File: src/design/rhp_pkg.sv
`timescale 1ns / 1ps
// Package for the RGB to HSV pixel converter: payload types, fixed-point
// widths and the constants of the conversion. No dependencies.
package rhp_pkg;

  // Fraction bits of every result (2^FRAC_BITS stands for one)
  localparam int FRAC_BITS = 16;
  // Quotient bits: results reach exactly one, so one bit above the fraction
  localparam int QUO_W     = FRAC_BITS + 1;
  // Dividend width: 2*n*2^F + 6d with n < 1530 fits in F+12 bits, kept with margin
  localparam int NUM_W     = FRAC_BITS + 13;
  // Divisor width: the largest divisor is 12*255 = 3060
  localparam int DEN_W     = 12;
  // Channel width
  localparam int CH_W      = 8;
  // Width of the small hue sums (6d, n, 12d)
  localparam int SUM_W     = 12;

  // Brightness is max/255, rounded: max times a reciprocal of 255 scaled by
  // 2^(F+VAL_SHIFT), plus one half, then shifted down. The reciprocal error
  // stays below 1/510, the spacing of the exact results, so no floor moves.
  localparam int VAL_SHIFT = 17;
  localparam int VAL_PW    = FRAC_BITS + VAL_SHIFT + 1;
  localparam logic [VAL_PW-1:0] VAL_RECIP =
    VAL_PW'(((longint'(1) << (FRAC_BITS + VAL_SHIFT)) + 254) / 255);
  localparam logic [VAL_PW-1:0] VAL_HALF  = VAL_PW'(longint'(1) << (VAL_SHIFT - 1));

  // Channel that holds the maximum, ties go red, then green
  typedef enum logic [1:0] {
    MAX_RED   = 2'd0,
    MAX_GREEN = 2'd1,
    MAX_BLUE  = 2'd2
  } max_sel_e;

  typedef struct packed {
    logic [CH_W-1:0] red;
    logic [CH_W-1:0] green;
    logic [CH_W-1:0] blue;
  } pixel_t;

  typedef struct packed {
    logic [FRAC_BITS-1:0] hue;
    logic [FRAC_BITS:0]   saturation;
    logic [FRAC_BITS:0]   brightness;
  } hsv_t;

endpackage

File: src/design/rhp_div.sv
`timescale 1ns / 1ps
// Pipelined restoring divider for the pixel converter: one quotient bit per
// stage, MSB first, quotient known to fit in QW bits. Depends on nothing.
module rhp_div #(
  parameter int NW = 29,
  parameter int DW = 12,
  parameter int QW = 17
) (
  input  logic          clk_i,
  input  logic [NW-1:0] num_i,
  input  logic [DW-1:0] den_i,
  output logic [QW-1:0] quo_o
);

  logic [NW-1:0] rem_q [QW-1];
  logic [DW-1:0] den_q [QW-1];
  logic [QW-1:0] quo_q [QW];

  for (genvar k = 0; k < QW; k++) begin : g_stage
    localparam int Shift = QW - 1 - k;
    logic [NW-1:0] rem_in;
    logic [NW-1:0] dsh;
    logic [DW-1:0] den_in;
    logic [QW-1:0] quo_in;
    logic          fit;

    // Take the running remainder from the stage above
    if (k == 0) begin : g_first
      assign rem_in = num_i;
      assign den_in = den_i;
      assign quo_in = '0;
    end else begin : g_next
      assign rem_in = rem_q[k-1];
      assign den_in = den_q[k-1];
      assign quo_in = quo_q[k-1];
    end

    // Try the divisor at this bit weight
    assign dsh = NW'(den_in) << Shift;
    assign fit = (rem_in >= dsh);

    always_ff @(posedge clk_i) begin
      quo_q[k] <= {quo_in[QW-2:0], fit};
    end

    // Advance remainder and divisor, the last stage keeps only the quotient
    if (k < QW - 1) begin : g_carry
      always_ff @(posedge clk_i) begin
        rem_q[k] <= fit ? (rem_in - dsh) : rem_in;
        den_q[k] <= den_in;
      end
    end
  end

  assign quo_o = quo_q[QW-1];

endmodule

File: src/design/rgb_to_hsv_pixel.sv
`timescale 1ns / 1ps
// RGB to HSV pixel converter, top level: channel stages, two pipelined
// dividers and a brightness delay line. Depends on rhp_pkg and rhp_div.
//
// Usage:
//   Request channel: drive pixel_i and raise start_i; the request is taken at
//   any rising edge where start_i is high and busy_o is low. busy_o stays low,
//   so one pixel enters on every clock.
//   Result channel: done_o is high for one cycle with result_o holding hue,
//   saturation and brightness, fractions scaled by 2^FRAC_BITS.
//   Path: an input register, a max/min stage, a numerator stage,
//   FRAC_BITS+1 divider stages and the output register.
//   Throughput: one pixel per cycle, set by the one-bit-per-stage dividers.
//   Results leave in request order, one per request.
//   Reset clears all valid bits, so no stray strobe follows reset.
//   The receiver cannot stall: each result must be taken in its strobe cycle.
module rgb_to_hsv_pixel (
  input  logic           clk_i,
  input  logic           rst_ni,
  input  logic           start_i,
  output logic           busy_o,
  input  rhp_pkg::pixel_t pixel_i,
  output logic           done_o,
  output rhp_pkg::hsv_t  result_o
);
  import rhp_pkg::*;

  localparam int VLD_N = QUO_W + 4;

  logic             take;
  logic [VLD_N-1:0] vld_q;

  pixel_t           pix1_q;
  pixel_t           pix2_q;
  logic [CH_W-1:0]  mx_d, mn_d, mx_q, d_q;
  max_sel_e         sel_d, sel_q;

  logic [SUM_W-1:0] r12, g12, b12, d12, six_d, n_d;
  logic             grey;
  logic [NUM_W-1:0] hnum_d, hnum_q, snum_d, snum_q;
  logic [DEN_W-1:0] hden_d, hden_q, sden_d, sden_q;
  logic [VAL_PW-1:0] vprod;
  logic [QUO_W-1:0] vval_q;
  logic [QUO_W-1:0] vdly_q [QUO_W];

  logic [QUO_W-1:0] hquo, squo, vquo;
  hsv_t             result_q;

  // Pipeline never holds off a request
  assign busy_o = 1'b0;
  assign take   = start_i & ~busy_o;

  // Advance the valid bits alongside the data
  always_ff @(posedge clk_i or negedge rst_ni) begin
    if (!rst_ni) begin
      vld_q <= '0;
    end else begin
      vld_q <= {vld_q[VLD_N-2:0], take};
    end
  end

  // Stage 1: hold the incoming pixel
  always_ff @(posedge clk_i) begin
    pix1_q <= pixel_i;
  end

  // Stage 2: find max, min and the channel that wins
  always_comb begin
    mx_d  = pix1_q.red;
    sel_d = MAX_RED;
    if (pix1_q.green > mx_d) begin
      mx_d  = pix1_q.green;
      sel_d = MAX_GREEN;
    end
    if (pix1_q.blue > mx_d) begin
      mx_d  = pix1_q.blue;
      sel_d = MAX_BLUE;
    end
    mn_d = pix1_q.red;
    if (pix1_q.green < mn_d) mn_d = pix1_q.green;
    if (pix1_q.blue < mn_d)  mn_d = pix1_q.blue;
  end

  always_ff @(posedge clk_i) begin
    pix2_q <= pix1_q;
    mx_q   <= mx_d;
    d_q    <= mx_d - mn_d;
    sel_q  <= sel_d;
  end

  // Stage 3: form rounded dividends and divisors
  always_comb begin
    r12   = SUM_W'(pix2_q.red);
    g12   = SUM_W'(pix2_q.green);
    b12   = SUM_W'(pix2_q.blue);
    d12   = SUM_W'(d_q);
    six_d = (d12 << 2) + (d12 << 1);
    grey  = (d_q == '0);
    case (sel_q)
      MAX_RED: begin
        if (g12 >= b12) n_d = g12 - b12;
        else            n_d = six_d - (b12 - g12);
      end
      MAX_GREEN: n_d = (d12 << 1) + b12 - r12;
      MAX_BLUE:  n_d = (d12 << 2) + r12 - g12;
      default:   n_d = '0;
    endcase
    // Grey pixel: zero over one gives zero hue and saturation
    if (grey) begin
      hnum_d = '0;
      hden_d = DEN_W'(1);
      snum_d = '0;
      sden_d = DEN_W'(1);
    end else begin
      hnum_d = (NUM_W'(n_d) << (FRAC_BITS + 1)) + NUM_W'(six_d);
      hden_d = DEN_W'((d12 << 3) + (d12 << 2));
      snum_d = (NUM_W'(d_q) << (FRAC_BITS + 1)) + NUM_W'(mx_q);
      sden_d = DEN_W'({mx_q, 1'b0});
    end
  end

  // Brightness by reciprocal multiplication of the maximum
  assign vprod = VAL_PW'(mx_q) * VAL_RECIP + VAL_HALF;

  always_ff @(posedge clk_i) begin
    hnum_q <= hnum_d;
    hden_q <= hden_d;
    snum_q <= snum_d;
    sden_q <= sden_d;
    vval_q <= vprod[VAL_SHIFT +: QUO_W];
  end

  // Divide hue and saturation in lockstep
  rhp_div #(.NW(NUM_W), .DW(DEN_W), .QW(QUO_W)) u_hue_div (
    .clk_i (clk_i),
    .num_i (hnum_q),
    .den_i (hden_q),
    .quo_o (hquo)
  );

  rhp_div #(.NW(NUM_W), .DW(DEN_W), .QW(QUO_W)) u_sat_div (
    .clk_i (clk_i),
    .num_i (snum_q),
    .den_i (sden_q),
    .quo_o (squo)
  );

  // Delay brightness to line up with the divider outputs
  always_ff @(posedge clk_i) begin
    vdly_q[0] <= vval_q;
    for (int k = 1; k < QUO_W; k++) begin
      vdly_q[k] <= vdly_q[k-1];
    end
  end

  assign vquo = vdly_q[QUO_W-1];

  // Output register: drop the top hue bit so a full turn wraps to zero
  always_ff @(posedge clk_i) begin
    result_q.hue        <= hquo[FRAC_BITS-1:0];
    result_q.saturation <= squo;
    result_q.brightness <= vquo;
  end

  assign done_o   = vld_q[VLD_N-1];
  assign result_o = result_q;

`ifndef SYNTHESIS
  localparam logic [FRAC_BITS:0] ONE = {1'b1, {FRAC_BITS{1'b0}}};

  a_latency : assert property (@(posedge clk_i) disable iff (!rst_ni)
    take |-> ##VLD_N done_o)
    else $error("request did not produce a result at the fixed latency");

  a_no_stray : assert property (@(posedge clk_i) disable iff (!rst_ni)
    done_o |-> $past(take, VLD_N))
    else $error("result strobe without a matching request");

  a_sat_range : assert property (@(posedge clk_i) disable iff (!rst_ni)
    done_o |-> (result_o.saturation <= ONE))
    else $error("saturation above one");

  a_val_range : assert property (@(posedge clk_i) disable iff (!rst_ni)
    done_o |-> (result_o.brightness <= ONE))
    else $error("brightness above one");
`endif

endmodule

File: config.mk
export PLATFORM = sky130hd
export DESIGN_NAME = rgb_to_hsv_pixel
export DESIGN_NICKNAME = d
export VERILOG_FILES = /design/src/design/rhp_pkg.sv /design/src/design/rhp_div.sv /design/src/design/rgb_to_hsv_pixel.sv
export SDC_FILE = /design/constraint.sdc
export NUM_CORES = 2
export LEC_CHECK = 0
export BUFFER_PORTS_ARGS = -buffer_cell sky130_fd_sc_hd__buf_4
export CAP_MARGIN = 10
export CORE_MARGIN = 4
export CORE_UTILIZATION = 30
export CTS_BUF_LIST = sky130_fd_sc_hd__clkbuf_8
export DETAILED_ROUTE_END_ITERATION = 10
export GPL_TIMING_DRIVEN = 0
export PLACE_DENSITY = 0.46
export REMOVE_ABC_BUFFERS = 1
export SKIP_CTS_REPAIR_TIMING = 1
export SYNTH_ARGS = -nofsm -noshare
export SYNTH_HDL_FRONTEND = slang
export SYNTH_SLANG_ARGS = --single-unit
File: constraint.sdc
create_clock -name clk_i -period 13.4 [get_ports clk_i]
set_input_delay 0.67 -clock clk_i [delete_from_list [all_inputs] [get_ports clk_i]]
set_output_delay 0.67 -clock clk_i [all_outputs]
set_load 0.1 [all_outputs]
==> metrics.cfg <==
[outcome]
run_status = complete, no violations

[sta]
fmax_mhz = 179.7
fin_skew_ns = 0.07475
fin_crit_sh = 0.4152
rsz0062_at_grt = no
tightest_slew_ns = 1.285
slew_headroom = 0.1430
finalMaxSlewViolations = 0
fin_ws_ns = 7.836
hold_viol = 0
fin_tns_setup_ns = 0
fin_crit_ns = 5.564
setup_violations = 0

[pwr]
power.total_mw = 23.32
ir_worst_vdd_v = 0.0001168
p_leak_nw = 33.35
p_per_area_nw_per_um2 = 304.2

[clock_network]
clk_pin_slew_ns = 0.06
cts_buffers = 322
cts.sinks = 1747
htree_levels = 5
clkLatencyLatePin_ns = 1.00
cts_buffer_depth = 4
root_buffer = clkbuf_8
cts_tree = built

[global_route]
antenna_found_initial = 3
grt-ovfl-total = 0
grt_pass1_wl_um = 228600
grt_max_degree = 32
grt_pass1_vias = 45560
track_usage = 0.1212

[finish]
area_growth_pct = 16.11
drive_gt1_frac = 0.09874
multi_input_area_um2 = 28610
layout_commonest_cell = dfxtp_1
final_nets = 7303
layout_common_cells = 1726 x dfxtp_1, 617 x inv_1, 474 x ha_1, 442 x nor2_1, 403 x clkbuf_8
seqCellArea_um2 = 35080
fillCellCount = 21675

[yosys]
avgSynthCellArea_um2 = 10.29
yosysWarnings = 0
synth-seq-area-share = 0.5312
netlist_instances = 6417
synth_top_family_by_area = simple AND/OR/NAND/NOR gates
synth_compound_area_frac = 0.1072
yosys.area_share.simple = 0.1336
synthArstFlopShare = 0.01202
synth_xor_area_frac = 0.07362
ys_seq_elements = 1747
syn_area_um2 = 66030
synth_ff_type = dfxtp_1
synthMuxAreaShare = 0.01726
synth_edf_count = 0
yosysUniqueCellTypes = 86
synthAdderAreaFrac = 0.1007

[setup_path]
critical_path_required_ns = 14.30
start_kind = flip-flop
arrival_ns = 6.46
cp-end-kind = flip-flop
path_class = flip-flop to flip-flop
crit_fanout = 15

[floorplan]
ios = 79
dieArea_um2 = 227700
coreArea_um2 = 218000
dieWidth_um = 477.2
die_h_um = 477.2
num_rows = 171
initial_utilization = 0.3029

[routing]
wl_met3_um = 5204
wl_met1_um = 57470
antenna_left = 0
wl_per_cell_um = 14.38
drtPass1Iterations = 5
totalWireLength_um = 141500
drc = 0
first_iter_violations = 1783
viasPerCell = 4.496
vias = 44232
highest_layer = met4
wl_met2_um = 72530

[place]
dp_slack_ns = 6.919
place.gp.congestion = 0.8322
dp_hpwl_um = 105700
portBuffers = 77

[flow_run]
maxCapViolations = 0

[hold_path]
min_path_type = primary input to async pin

[registers in the layout, summed over array words and instances, names as in the netlist, 17 cells and up]
| register | flops |
|---|---|
| vval_q | 17 |
| vld_q | 21 |
| u_sat_div.den_q | 44 |
| u_hue_div.quo_q | 136 |
| u_hue_div.rem_q | 433 |
| pix1_q | 24 |
| u_hue_div.den_q | 71 |
| result_o | 50 |
| u_sat_div.quo_q | 153 |
| vdly_q | 289 |
| u_sat_div.rem_q | 428 |
| hnum_q | 22 |
[final timing paths]
path / startpoint / to / slack [ns] / depth (start not counted)
worst max-delay path: pix1_q[19] / d_q[7] / 7.84 / 27
worst min-delay path: rst_ni / vld_q[2] / 0.10 / 2
worst max register to register: pix1_q[19] / d_q[7] / 7.84 / 27
worst min register to register: u_hue_div.quo_q[16][10] / result_o[44] / 0.27 / 0
max in group asynchronous: rst_ni / vld_q[9] / 13.09 / 2
min in group clk_i: u_hue_div.quo_q[16][10] / result_o[44] / 0.27 / 0
[layout make-up]
| cell class | instances | area share |
|---|---|---|
| Multi-Input combinational cell | 4039 | 0.3732 |
| Tap cell | 2854 | 0.04658 |
| Timing Repair Buffer | 119 | 0.01276 |
| Clock inverter | 133 | 0.01111 |
| Clock buffer | 403 | 0.07235 |
| Sequential cell | 1747 | 0.4575 |
| Antenna cell | 5 | 0.0001632 |
| Inverter | 537 | 0.02629 |
[critical path, stage by stage (launching register included)]
cell and delay (ns):
dfxtp_1 0.38, inv_1 0.08, ha_1 0.32, o21ai_0 0.09
a21oi_1 0.21, o21bai_1 0.11, a21oi_1 0.56, buf_4 0.28
nor2_1 0.05, a21oi_1 0.17, ha_1 0.28, a21o_1 0.18
a21oi_1 0.15, a21oi_1 0.08, o21ai_1 0.29, buf_4 0.27
inv_1 0.15, a21oi_1 0.21, inv_1 0.06, ha_1 0.22
nor2b_1 0.11, o21ai_0 0.12, a21o_1 0.23, a21oi_1 0.25
nor3b_1 0.23, a31oi_1 0.06, o311ai_0 0.15, xnor2_1 0.16
[through the flow]
| step | area [µm²] | instances | utilization | hold slack [ns] |
|---|---|---|---|---|
| 6_report | 76670 | 9837 | 0.3517 | 0.1039 |
| 4_1_cts | 76360 | 9801 | 0.3502 | -0.5943 |
| 3_5_place_dp | 69960 | 9265 | 0.3209 | 0.3121 |
| 3_3_place_gp | 69800 | 9254 | 0.3202 | 0.3098 |
| 2_1_floorplan | 65650 | 6323 | - | 0.3096 |
| 5_1_grt | 76660 | 9834 | 0.3516 | 0.02719 |
[kinds of logic (layout without fill, tap and decap cells)]
| group | count (synthesis) | count (layout) |
|---|---|---|
| compound gates | 1141 | 1141 |
| xor+xnor | 555 | 555 |
| fa+ha+maj | 510 | 510 |
| buf+inv | 631 | 1192 |
| flops | 1747 | 1747 |
| mux | 104 | 104 |
| other cells | 1 | 6 |
| simple gates | 1728 | 1728 |
[power by group]
part | internal (mW) | switching (mW)
sequential | 7.28 | 1.31
combinational | 4.36 | 5.39
clock | 2.86 | 2.11
[per-layer routing]
layer / vias to the layer above / GRT usage
met2: 793 / 0.2268
met4: 0 / 0.06193
met5: - / 0
li1: 22689 / -
met1: 20351 / 0.1274
met3: 399 / 0.02507
[Yosys cell counts, drive strengths merged (17+ instances only)]
cell type	number	area [µm²]
dfrtp	21	525.5
nand2b	122	763.2
a21o	100	750.7
a211oi	30	225.2
or3	63	394.1
dfxtp	1726	34550
o21ai	330	1652
inv	537	2016
a21boi	25	187.7
o31ai	43	322.8
or4	44	334.1
nand4	73	456.7
o21bai	26	195.2
nor2	442	1659
a31oi	34	212.7
ha	474	5931
nor4	113	725.7
o31a	17	148.9
a21oi	339	1697
mux2	79	889.6
mux2i	25	250.2
and4	17	148.9
clkbuf	81	304.0
nand2	371	1393
o21a	71	533.0
and2	25	156.4
nor3	156	780.8
fa	36	720.7
nand3	76	380.4
nand3b	18	135.1
xor2	285	2496
nor2b	88	550.5
or2	29	181.4
nor4b	25	219.0
xnor2	270	2365
Note: power is estimated with default switching activity, not from simulation.
